--- src/hdl/copa_pkg.sv ---
// ----------------------------------------------------------------------------
// copa_pkg
// Shared constants, register indexes and controller command type for the
// Copa congestion window update unit.
// ----------------------------------------------------------------------------
package copa_pkg;

  localparam int CFG_IDX_W = 4;

  localparam logic [CFG_IDX_W-1:0] REG_SEGMENT_SIZE = CFG_IDX_W'(0);
  localparam logic [CFG_IDX_W-1:0] REG_VELOCITY     = CFG_IDX_W'(1);
  localparam logic [CFG_IDX_W-1:0] REG_DELTA_Q8     = CFG_IDX_W'(2);
  localparam logic [CFG_IDX_W-1:0] REG_MIN_RTT_WIN  = CFG_IDX_W'(3);

  localparam logic [15:0] SEGMENT_SIZE_RST = 16'd536;
  localparam logic [6:0]  VELOCITY_RST     = 7'd1;
  localparam logic [9:0]  DELTA_Q8_RST     = 10'd128;
  localparam logic [31:0] MIN_RTT_WIN_RST  = 32'd10000000;

  localparam logic [31:0] RTT_RESET_US    = 32'd1000000000;
  // 1500 bytes scaled by 256 for the q8 delta
  localparam logic [18:0] TARGET_BYTES_Q8 = 19'd384000;
  localparam logic [3:0]  FLOOR_SEGMENTS  = 4'd10;
  localparam logic [6:0]  VELOCITY_MAX    = 7'd64;

  // restoring divider, one quotient bit per cycle
  localparam int DIV_STEPS = 32;
  localparam int DIV_CNT_W = $clog2(DIV_STEPS);

  typedef struct packed {
    logic load;      // capture input word
    logic est;       // update min / standing RTT estimates
    logic mul1;      // queue delay, step numerator, target product
    logic mul2;      // delay * window, saturation check, divider init
    logic mul3;      // times delta
    logic div_step;  // one quotient bit
    logic load_out;  // compute window, load output register
  } copa_cmd_t;

endpackage

--- src/hdl/copa_ctrl.sv ---
// ----------------------------------------------------------------------------
// copa_ctrl
// Sequencer for one ACK: estimate, three multiply steps, 32 divider steps,
// then the output load, held back while the output word is not taken.
// ----------------------------------------------------------------------------
module copa_ctrl (
  input  logic                clk,
  input  logic                rst_n,
  input  logic                in_valid,
  output logic                in_ready,
  output logic                out_valid,
  input  logic                out_ready,
  output copa_pkg::copa_cmd_t cmd
);
  import copa_pkg::*;

  typedef enum logic [2:0] {
    S_IDLE, S_EST, S_MUL1, S_MUL2, S_MUL3, S_DIV, S_FIN
  } state_t;

  state_t               state_r;
  logic [DIV_CNT_W-1:0] cnt_r;
  logic                 out_valid_r;
  logic                 fire;

  assign fire      = !out_valid_r || out_ready;
  assign in_ready  = (state_r == S_IDLE);
  assign out_valid = out_valid_r;

  always_comb begin
    cmd          = '0;
    cmd.load     = (state_r == S_IDLE) && in_valid;
    cmd.est      = (state_r == S_EST);
    cmd.mul1     = (state_r == S_MUL1);
    cmd.mul2     = (state_r == S_MUL2);
    cmd.mul3     = (state_r == S_MUL3);
    cmd.div_step = (state_r == S_DIV);
    cmd.load_out = (state_r == S_FIN) && fire;
  end

  always_ff @(posedge clk) begin
    if (!rst_n) begin
      state_r     <= S_IDLE;
      cnt_r       <= '0;
      out_valid_r <= 1'b0;
    end else begin
      if (cmd.load_out) begin
        out_valid_r <= 1'b1;
      end else if (out_ready) begin
        out_valid_r <= 1'b0;
      end
      case (state_r)
        S_IDLE: if (in_valid) state_r <= S_EST;
        S_EST:  state_r <= S_MUL1;
        S_MUL1: state_r <= S_MUL2;
        S_MUL2: state_r <= S_MUL3;
        S_MUL3: begin
          state_r <= S_DIV;
          cnt_r   <= '0;
        end
        S_DIV: begin
          cnt_r <= cnt_r + 1'b1;
          if (cnt_r == DIV_CNT_W'(DIV_STEPS - 1)) state_r <= S_FIN;
        end
        S_FIN:  if (fire) state_r <= S_IDLE;
        default: state_r <= S_IDLE;
      endcase
    end
  end

  a_cmd_onehot: assert property (@(posedge clk) disable iff (!rst_n)
    $onehot0(cmd)) else $error("more than one datapath command active");

  a_no_overwrite: assert property (@(posedge clk) disable iff (!rst_n)
    cmd.load_out |-> (!out_valid_r || out_ready))
    else $error("output word overwritten before taken");

  a_div_start: assert property (@(posedge clk) disable iff (!rst_n)
    (state_r == S_MUL3) |=> (state_r == S_DIV && cnt_r == '0))
    else $error("divider did not start at step zero");

  a_accept_seq: assert property (@(posedge clk) disable iff (!rst_n)
    (in_valid && in_ready) |=> (state_r == S_EST && !in_ready))
    else $error("accepted word not followed by estimate step");

endmodule

--- config.mk ---
export PLATFORM = sky130hd
export DESIGN_NAME = copa_ctrl
export DESIGN_NICKNAME = d
export VERILOG_FILES = /design/src/hdl/copa_pkg.sv /design/src/hdl/copa_ctrl.sv
export SDC_FILE = /design/constraint.sdc
export NUM_CORES = 1
export LEC_CHECK = 0
export ABC_AREA = 1
export BUFFER_PORTS_ARGS = -buffer_cell sky130_fd_sc_hd__buf_2
export CAP_MARGIN = 20
export CORE_AREA = 2 2 39 41
export DETAILED_ROUTE_END_ITERATION = 10
export DIE_AREA = 0 0 41 43
export PLACE_DENSITY = 0.7
export SYNTH_ARGS = -nofsm -noshare
export SYNTH_HDL_FRONTEND = slang
export SYNTH_SLANG_ARGS = --single-unit
--- constraint.sdc ---
create_clock -name clk -period 1.5 [get_ports clk]
set_input_delay 0 -clock clk [delete_from_list [all_inputs] [get_ports clk]]
set_output_delay 0 -clock clk [all_outputs]
set_load 0.01 [all_outputs]
==> metrics.md, run 1 <==
| Metric | Value |
|---|---|
| Final setup fails | `0` |
| Chip height | `43 um` |
| Cell count after synthesis | `78` |
| Arrival time worst endpoint | `about 1.6 ns` |
| Leak | `0.3037 nW` |
| Hold Crit Endpoint | `state_r[1]$_SDFFE_PN0P_` |
| Root Driver | `clkbuf_4` |
| Site Rows | `14` |
| Clock power frac | `31.5%` |
| RSZ-0062 raised after global routing | `no` |
| Initial core utilization | `36.53%` |
| Final net count | `100` |
| Max Clock Skew | `approximately 0.0049 ns` |
| PwrDens | `between 900 and 1000 nW/um2` |
| CP endpoint kind | `flip-flop` |
| RR Startpoint | `cnt_r[1]$_SDFFE_PN0P_` |
| Netlist cell types | `14` |
| DRT iter0 DRCs | `7` |
| Inst Count DP | `105` |
| Setup slack after layout | `0.09722 ns` |
| Startpoint Class | `flip-flop` |
| I/O pin count | `13` |
| Largest net degree at the start of global routing | `11` |
| CTS tree | `built` |
| Sink Count | `9` |
| Clk_lat worst skew | `0.26 ns` |
| Status | `complete, no violations` |
| Die Footprint | `about 1800 um2` |
| Final instance area | `roughly 600 um2` |
| CP Class | `reg -> reg` |
| Pre-antenna DRT Iters | `4` |
| Pint | `0.0004086 W` |
| HPWL Detailed | `747.1 um` |
| Storage cell area | `181.4 um2` |
| Sequential fraction of the synthesis area | `35.64%` |
| Grt ovf | `0` |
| CTS buffer count | `3` |
| Synthesis-to-layout area growth | `20.05%` |
| Number of global-route vias before repair | `412` |
| Critical Path RT | `1.66 ns` |
| Synthesized area | `~500 um2` |
| Comb pwr share | `23.3%` |
| Setup_tns | `0 ns` |
| Avg Cell Area, Syn | `6.481 um2` |
| Max Slew Vio Count | `0` |
| Share of cells above drive strength 1 | `22.58%` |
| Area of the core | `between 1000 and 1500 um2` |
| Worst-path fanout max | `3` |
| H-tree depth | `1` |
| Final Hold Violating Endpoints | `0` |
| Worst hold stages | `3` |
| Placed cell areas | `574.3 um2` |
| Final Instance Count excl. Fillers | `109` |
| First-pass GRT wire length | `about 1600 um` |
| Hold Startpoint | `rst_n` |
| Worst reg2reg path endpoint | `state_r[1]$_SDFFE_PN0P_` |
| Sequential power share | `45.2%` |
| Hold Crit Class | `in -> reg` |
| CP Launch Point | `cnt_r[1]$_SDFFE_PN0P_` |
| Initial antenna violation count | `0` |
| Port-buffer cells | `12` |
| GPL Wtd Cong | `0.7294` |
| NetSw | `around 0.00020 W` |
| Final clock period utilization by the worst path | `93.52%` |
| Final Routed Wirelength | `about 1000 um` |
| DIE WIDTH | `41 um` |
| R2r setup slk | `0.1 ns` |
| Final min period | `1.403 ns` |
| Pre-CTS WS | `0.06698 ns` |
| # DRC | `0` |
| Sw Ratio | `about a third` |
| Peak VDD IR | `585.4 uV` |
| Most frequent cells in the layout | `nand2_1 (14), inv_1 (14), nor2_1 (14), buf_2 (12), dfxtp_1 (8)` |
| Final antenna-violating net count | `0` |
| Via density | `4.688` |
| Wire per inst | `9.431 um` |
| Bufs on Longest Clock Path | `2` |
| GRT Overall Usage | `13.39%` |
| Via count | `511` |
| Clock Pin Slew Worst Setup and Hold Paths | `0.06 ns` |
| Fmax | `712.9 MHz` |
| Worst-Margin Slew | `roughly 0.33 ns` |
| Fillers | `156` |
| Net count after synthesis | `84` |
| Area of the multi-input gates | `266.5 um2` |
| YS warnings | `0` |
| N_diodes | `0` |
| Worst rel slew slack | `approximately four fifths` |
| Max Cap Violations | `0` |
| R2R cell count | `9` |
| Yosys reg bits | `9` |
## area by class of cell
class	count	area share, %
well taps	16	3.299
clock buffers	4	4.330
multi-input cells	54	43.92
inverters	14	8.660
flip-flops and latches	9	29.90
repair buffers	12	9.897
## power groups by stage
stage          Sequential, W  Clock (W)  Combinational, W
2_1_floorplan       0.000266          0          0.000117
3_5_place_dp        0.000278          0          0.000142
4_1_cts             0.000273   0.000195          0.000143
3_3_place_gp        0.000279          0          0.000141
6_report            0.000274   0.000190          0.000141
5_1_grt             0.000276   0.000208          0.000163
## synthesized netlist by cell type
cell type	number	area, um2
nor2_2	2	12.51
inv_1	14	52.55
nand3_1	3	15.01
dfxtp_1	9	180.2
nand4_1	2	12.51
a21oi_1	6	30.03
nand2_2	1	6.260
nand2_1	14	52.55
o21ai_0	4	20.02
buf_6	1	11.26
nor3_1	5	25.02
ha_1	2	25.02
nor2_1	14	52.55
nand3_2	1	10.01
## worst max-delay path, cell delays in order (launching register included)
cell and delay, ns:
dfxtp_1 0.35, ha_1 0.17, inv_1 0.07, nor3_2 0.13, ha_1 0.17, inv_1 0.04
nand4_1 0.11, nand2_1 0.08, nor3_1 0.13, nor2_1 0.05
## what timing repair did
action                     in CTS  in global routing
setup endpoints to repair       0                  3
setup buffers                   0                  0
hold buffers                    0                  0
resized for setup               0                  2
## sequential cells by signal, indices dropped and copies added, names as in the netlist
register   flops
cnt_r          5
out_valid      1
state_r        3
## stage by stage
stage                     hold slack [ns]   power, W  util, %
after floorplan                    0.1284  0.0003832        -
after global placement             0.2854  0.0004196    41.50
after detailed placement           0.2901  0.0004207    41.50
after CTS                         0.01214  0.0006111    43.40
after global routing              0.02037  0.0006469    43.85
final                             0.01125  0.0006052    43.85
## metal layers
layer  global-route usage [%]  wire (um)  vias up
li1                         -          -      275
met1                    14.94        471      220
met2                    19.69        478       14
met3                    7.853         63        2
met4                    6.000         14        0
met5                        0          0        -
## how the worst max path moves through the flow
stage,slack [ns],endpoint
floorplan,0.19,state_r[1]$_SDFFE_PN0P_
global placement,0.11,state_r[1]$_SDFFE_PN0P_
detailed placement,0.07,state_r[1]$_SDFFE_PN0P_
CTS,0.04,state_r[1]$_SDFFE_PN0P_
global route,0.01,state_r[1]$_SDFFE_PN0P_
finish,0.1,state_r[1]$_SDFFE_PN0P_
## cell families after synthesis
| family | count (synthesis) | synth area share [%] |
|---|---|---|
| AOI/OAI and AO/OA | 10 | 9.901 |
| adders and majority gates | 2 | 4.950 |
| buffers and inverters | 15 | 12.62 |
| DFF | 9 | 35.64 |
| and+or+nand+nor | 42 | 36.88 |
Note: power is estimated with default switching activity, not from simulation.
==> run 2, diff against run 1 <==
--- a/config.mk
+++ b/config.mk
@@ -11,7 +11,9 @@
 export CORE_AREA = 2 2 39 41
 export DETAILED_ROUTE_END_ITERATION = 10
 export DIE_AREA = 0 0 41 43
+export GPL_ROUTABILITY_DRIVEN = 0
 export PLACE_DENSITY = 0.7
+export RECOVER_POWER = 100
 export SYNTH_ARGS = -nofsm -noshare
 export SYNTH_HDL_FRONTEND = slang
 export SYNTH_SLANG_ARGS = --single-unit
==> metrics.md, run 2 (same netlist as run 1, synthesis figures left out) <==
| Metric | Value |
|---|---|
| Status | `complete, no violations` |
| First-pass GRT wire length | `1573 um (unchanged)` |
| Most common cell after layout, fill and taps aside | `nor2_1` |
| CP Launch Point | `cnt_r[1]$_SDFFE_PN0P_` |
| GRT Overall Usage | `13.39% (unchanged)` |
| Via count | `521 (+2.0%)` |
| M1 GR Usage | `14.94% (unchanged)` |
| Final Hold Violating Endpoints | `0 (unchanged)` |
| DRT iter0 DRCs | `14 (+7)` |
| Max Cap Violations | `0 (unchanged)` |
| H-tree depth | `1 (unchanged)` |
| Met2 usage | `19.69% (unchanged)` |
| Fmax | `712.0 MHz (-0.12%)` |
| Arrival time worst endpoint | `1.56 ns (about the same)` |
| Worst-path fanout max | `3 (unchanged)` |
| CP endpoint kind | `flip-flop` |
| Clock Pin Slew Worst Setup and Hold Paths | `0.07 ns (about the same)` |
| Most frequent cells in the layout | `nor2_1 (15), nand2_1 (14), inv_1 (14), dfxtp_1 (8), buf_2 (7)` |
| R2r setup slk | `0.1 ns (about the same)` |
| CP max stage delay | `0.35 ns (about the same)` |
| Initial antenna violation count | `0 (unchanged)` |
| Final min period | `1.404 ns (+0.001655 ns)` |
| N_diodes | `0 (unchanged)` |
| Leak | `0.2834 nW (-6.7%)` |
| Peak VDD IR | `585.0 uV (about the same)` |
| Inst Count DP | `105 (unchanged)` |
| Max Slew Vio Count | `0 (unchanged)` |
| Setup_tns | `0 ns (unchanged)` |
| Chip height | `43 um (unchanged)` |
| Reg with most FFs | `cnt_r` |
| CTS tree | `built` |
| Synthesis-to-layout area growth | `18.32%` |
| Critical-path top delay cell | `dfxtp_1` |
| Final antenna-violating net count | `0 (unchanged)` |
| Fillers | `157 (+0.64%)` |
| Port-buffer cells | `12 (unchanged)` |
| RR Startpoint | `cnt_r[1]$_SDFFE_PN0P_` |
| Hold Crit Class | `in -> reg` |
| Family with the most delay on the worst path | `simple AND/OR/NAND/NOR gates` |
| Crit-path cells | `ha_1, inv_1, nor3_2, ha_1, inv_1, nand4_1, nand2_1, nor3_1, nor2_1` |
| PwrDens | `1009 nW/um2 (+1.1%)` |
| Pre-antenna DRT Iters | `4 (unchanged)` |
| Clk_lat worst skew | `0.26 ns (about the same)` |
| Startpoint Class | `flip-flop` |
| Final setup fails | `0 (unchanged)` |
| HPWL Detailed | `747.1 um (unchanged)` |
| # DRC | `0 (unchanged)` |
| Number of global-route vias before repair | `412 (unchanged)` |
| Final Routed Wirelength | `1040 um (+1.2%)` |
| Grt ovf | `0 (unchanged)` |
| Worst reg2reg path endpoint | `state_r[1]$_SDFFE_PN0P_` |
| RSZ-0062 raised after global routing | `no` |
| CP Class | `reg -> reg` |
| Share of cells above drive strength 1 | `16.13% (-6.5 points)` |
| R2R cell count | `9 (unchanged)` |
| Die Footprint | `1763 um2 (unchanged)` |
| I/O pin count | `13 (unchanged)` |
| Via density | `4.780 (+2.0%)` |
| Worst-Margin Slew | `0.3033 ns (-0.02336 ns)` |
| Site Rows | `14 (unchanged)` |
| Root Driver | `clkbuf_4` |
| DIE WIDTH | `41 um (unchanged)` |
| Largest register FFs | `5 (unchanged)` |
| Sink Count | `9 (unchanged)` |
| Final Instance Count excl. Fillers | `109 (unchanged)` |
| M3 GR Usage | `7.853% (unchanged)` |
| GR peak layer | `met2` |
| Final net count | `100 (unchanged)` |
| Max Clock Skew | `0.005810 ns (+0.0008726 ns)` |
| Wire per inst | `9.541 um (+1.2%)` |
| Largest net degree at the start of global routing | `11 (unchanged)` |
| Critical Path End | `state_r[1]$_SDFFE_PN0P_` |
| WP buf/inv | `2 (unchanged)` |
| CTS buffer count | `3 (unchanged)` |
| Critical Path RT | `1.66 ns (about the same)` |
| Area of the core | `1384 um2 (unchanged)` |
| Bufs on Longest Clock Path | `2 (unchanged)` |
| Worst hold stages | `3 (unchanged)` |
| Final clock period utilization by the worst path | `93.63% (+0.11 points)` |
| Cell count along the critical path | `9 (unchanged)` |
| Worst rel slew slack | `79.75% (+1.6 points)` |
| Initial core utilization | `36.53% (unchanged)` |
[run 2: changes by cell type in the layout (fill, tap and decap cells not counted), sizes merged]
cell    delta
buf        -5
clkbuf     +5
[run 2: tightest hold or removal path, stage by stage]
cell and delay, ns:
buf_2 0.12, nand3_1 0.07, nor2_1 0.04
[run 2: through the flow]
stage	total power (W)	worst slack [ns]	hold slack (ns)	instance area, um2	utilization (%)
after floorplan	0.0003832	0.1869	0.1284	505.5	-
after global placement	0.0004196	0.1131	0.2854	574.3	41.50
after detailed placement	0.0004207	0.06698	0.2901	574.3	41.50
after CTS	0.0006111	0.04183	0.01214	600.6	43.40
after global routing	0.0006429	0.01013	0.02037	598.1	43.22
final	0.0006032	0.09556	0.01012	598.1	43.22
[run 2: routing by layer]
metal | vias up | wire [um]
met5 | - | 0
met4 | 0 | 14
met3 | 2 | 60
met2 | 14 | 488
met1 | 230 | 476
li1 | 275 | -
[run 2: layout make-up]
| type | count | area [um2] | share of cell area [%] |
|---|---|---|---|
| multi-input cells | 54 | 264.0 | 44.14 |
| flip-flops and latches | 9 | 181.4 | 30.33 |
| repair buffers | 12 | 53.80 | 8.996 |
| well taps | 16 | 20.02 | 3.347 |
| clock buffers | 4 | 26.28 | 4.393 |
| inverters | 14 | 52.55 | 8.787 |
[run 2: how the worst min path moves through the flow]
| stage | startpoint | end | slack [ns] |
|---|---|---|---|
| 6_report | rst_n | state_r[1]$_SDFFE_PN0P_ | 0.01 |
| 5_1_grt | rst_n | state_r[1]$_SDFFE_PN0P_ | 0.02 |
| 4_1_cts | rst_n | cnt_r[2]$_SDFFE_PN0P_ | 0.01 |
| 3_5_place_dp | rst_n | cnt_r[2]$_SDFFE_PN0P_ | 0.29 |
| 3_3_place_gp | rst_n | cnt_r[2]$_SDFFE_PN0P_ | 0.29 |
| 2_1_floorplan | in_valid | cmd[6] | 0.13 |
[run 2: power breakdown]
| group | internal [W] | leakage, nW | total [W] | switching, W |
|---|---|---|---|---|
| Clock | 0.000103 | 0.0150 | 0.000192 | 0.0000889 |
| Combinational | 0.0000501 | 0.195 | 0.000139 | 0.0000886 |
| Sequential | 0.000252 | 0.0736 | 0.000273 | 0.0000207 |
[run 2: repair_timing]
action	4_1_cts	5_1_grt
endpoints found under the setup margin	0	3
resized for setup	0	2
buffers inserted	0	0
hold buffers	0	0
==> run 3, diff against run 2 <==
==> constraint.sdc (replaced) <==
create_clock -name clk -period 1.62 [get_ports clk]
set_input_delay 0 -clock clk [delete_from_list [all_inputs] [get_ports clk]]
set_output_delay 0 -clock clk [all_outputs]
set_load 0.01 [all_outputs]
==> metrics.md, run 3 (same netlist as run 1, synthesis figures left out) <==
| Metric | Value |
|---|---|
| Via count | `506 (-2.9%)` |
| Sink Count | `9 (unchanged)` |
| Wire per inst | `8.844 um (-7.3%)` |
| Fmax | `697.2 MHz (-2.1%)` |
| Largest net degree at the start of global routing | `11 (unchanged)` |
| Share of cells above drive strength 1 | `9.677% (-6.5 points)` |
| Via density | `4.642 (-2.9%)` |
| RSZ-0062 raised after global routing | `no` |
| Synthesis-to-layout area growth | `16.09%` |
| Die Footprint | `1763 um2 (unchanged)` |
| Pre-antenna DRT Iters | `4 (unchanged)` |
| Initial core utilization | `36.53% (unchanged)` |
| Worst-path fanout max | `4 (+1)` |
| WP buf/inv | `2 (unchanged)` |
| DRT iter0 DRCs | `11 (-3)` |
| Crit-path cells | `ha_1, inv_1, nor3_1, ha_1, inv_1, nand4_1, nand2_1, nor3_1, nor2_1` |
| Max Cap Violations | `0 (unchanged)` |
| Final clock period utilization by the worst path | `88.54% (-5.1 points)` |
| CTS tree | `built` |
| Site Rows | `14 (unchanged)` |
| Final setup fails | `0 (unchanged)` |
| Grt ovf | `0 (unchanged)` |
| CP endpoint kind | `flip-flop` |
| Status | `complete, no violations` |
| Critical Path RT | `1.78 ns (+0.12 ns)` |
| Area of the multi-input gates | `259.0 um2 (-1.9%)` |
| CP Class | `reg -> reg` |
| Fillers | `156 (-0.64%)` |
| R2R cell count | `9 (unchanged)` |
| Hold Crit Endpoint | `state_r[1]$_SDFFE_PN0P_` |
| Arrival time worst endpoint | `1.59 ns (+0.03 ns)` |
| CP max stage delay | `0.37 ns (+0.02 ns)` |
| Number of global-route vias before repair | `412 (unchanged)` |
| RR Startpoint | `cnt_r[0]$_SDFFE_PN0P_` |
| Worst-Margin Slew | `0.3026 ns (-0.0007490 ns)` |
| HPWL Detailed | `747.1 um (unchanged)` |
| GRT Overall Usage | `13.39% (unchanged)` |
| R2r setup slk | `0.19 ns (+0.09 ns)` |
| Hold Startpoint | `rst_n` |
| Leak | `0.2681 nW (-5.4%)` |
| Most common cell after layout, fill and taps aside | `nor2_1` |
| Final antenna-violating net count | `0 (unchanged)` |
| Total power | `0.0005563 W (-7.8%)` |
| Setup_tns | `0 ns (unchanged)` |
| Peak VDD IR | `548.5 uV (-6.2%)` |
| N_diodes | `0 (unchanged)` |
| Hold Crit Class | `in -> reg` |
| Post-CTS Setup Inserts | `0 (unchanged)` |
| Final net count | `100 (unchanged)` |
| CTS resizes | `0 (unchanged)` |
| Family with the most delay on the worst path | `simple AND/OR/NAND/NOR gates` |
| Startpoint Class | `flip-flop` |
| Port-buffer cells | `12 (unchanged)` |
| Final min period | `1.434 ns (+0.02991 ns)` |
| Bufs on Longest Clock Path | `2 (unchanged)` |
| Worst rel slew slack | `79.80% (about the same)` |
| Hold-fix buffers, CTS | `0 (unchanged)` |
| DIE WIDTH | `41 um (unchanged)` |
| Most frequent cells in the layout | `nor2_1 (15), nand2_1 (14), inv_1 (14), clkbuf_1 (10), dfxtp_1 (9)` |
| Largest register FFs | `5 (unchanged)` |
| First-pass GRT wire length | `1573 um (unchanged)` |
| Hold slack final | `0.01132 ns (+0.001201 ns)` |
| I/O pin count | `13 (unchanged)` |
| Area of the core | `1384 um2 (unchanged)` |
| # DRC | `0 (unchanged)` |
| Max Clock Skew | `0.003599 ns (-0.002212 ns)` |
| Worst reg2reg path endpoint | `state_r[1]$_SDFFE_PN0P_` |
| Worst hold stages | `3 (unchanged)` |
| Clock Pin Slew Worst Setup and Hold Paths | `0.07 ns (about the same)` |
| Root Driver | `clkbuf_4` |
| Final Routed Wirelength | `964 um (-7.3%)` |
| CTS buffer count | `3 (unchanged)` |
| Final Core Density | `42.41% (-0.81 points)` |
| Reg with most FFs | `cnt_r` |
| Max Slew Vio Count | `0 (unchanged)` |
| Critical-path top delay cell | `dfxtp_1` |
| PwrDens | `948.0 nW/um2 (-6.0%)` |
| Initial antenna violation count | `0 (unchanged)` |
| Chip height | `43 um (unchanged)` |
| H-tree depth | `1 (unchanged)` |
| Final Hold Violating Endpoints | `0 (unchanged)` |
| Storage cell area | `180.2 um2 (-0.69%)` |
| Clk_lat worst skew | `0.26 ns (about the same)` |
## run 3: changes by cell type in the layout (fill, tap and decap cells not counted), sizes merged
cell,previous run,this run
clkbuf,9,13
buf,7,3
## run 3: layout make-up
cell class,instances,area share (%)
Tap cell,16,3.412
Timing Repair Buffer,12,8.316
Inverter,14,8.955
Clock buffer,4,4.478
Sequential cell,9,30.70
Multi-Input combinational cell,54,44.14
## run 3: per-layer routing
layer	up-vias	track usage, %	routed length, um
li1	274	-	-
met1	217	14.94	464
met2	13	19.69	429
met3	2	7.853	56
met4	0	6.000	14
met5	-	0	0
## run 3: worst max-delay path by stage
stage	end	from	cells past startpoint	slack [ns]
floorplan	state_r[1]$_SDFFE_PN0P_	cnt_r[0]$_SDFFE_PN0P_	9	0.31
global placement	state_r[1]$_SDFFE_PN0P_	cnt_r[0]$_SDFFE_PN0P_	9	0.23
detailed placement	state_r[1]$_SDFFE_PN0P_	cnt_r[0]$_SDFFE_PN0P_	9	0.19
CTS	state_r[1]$_SDFFE_PN0P_	cnt_r[0]$_SDFFE_PN0P_	9	0.16
global route	state_r[1]$_SDFFE_PN0P_	cnt_r[0]$_SDFFE_PN0P_	9	0.06
finish	state_r[1]$_SDFFE_PN0P_	cnt_r[0]$_SDFFE_PN0P_	9	0.19
## run 3: report_power, final
| group | switching (W) | total (W) | internal (W) | leakage [nW] |
|---|---|---|---|---|
| combinational | 0.0000823 | 0.000125 | 0.0000427 | 0.180 |
| clock | 0.0000838 | 0.000179 | 0.0000952 | 0.0150 |
| sequential | 0.0000190 | 0.000252 | 0.000233 | 0.0730 |
## run 3: metrics by stage
step | cells | worst slack, ns | area (um2)
finish | 109 | 0.1857 | 586.8
global route | 109 | 0.06285 | 586.8
detailed placement | 105 | 0.1870 | 574.3
floorplan | 78 | 0.3069 | 505.5
CTS | 109 | 0.1618 | 600.6
global placement | 105 | 0.2331 | 574.3
## run 3: worst register-to-register path, stage by stage, from the launching register on
cell	delay, ns
dfxtp_1	0.37
ha_1	0.18
inv_1	0.05
nor3_1	0.15
ha_1	0.17
inv_1	0.04
nand4_1	0.11
nand2_1	0.08
nor3_1	0.13
nor2_1	0.05
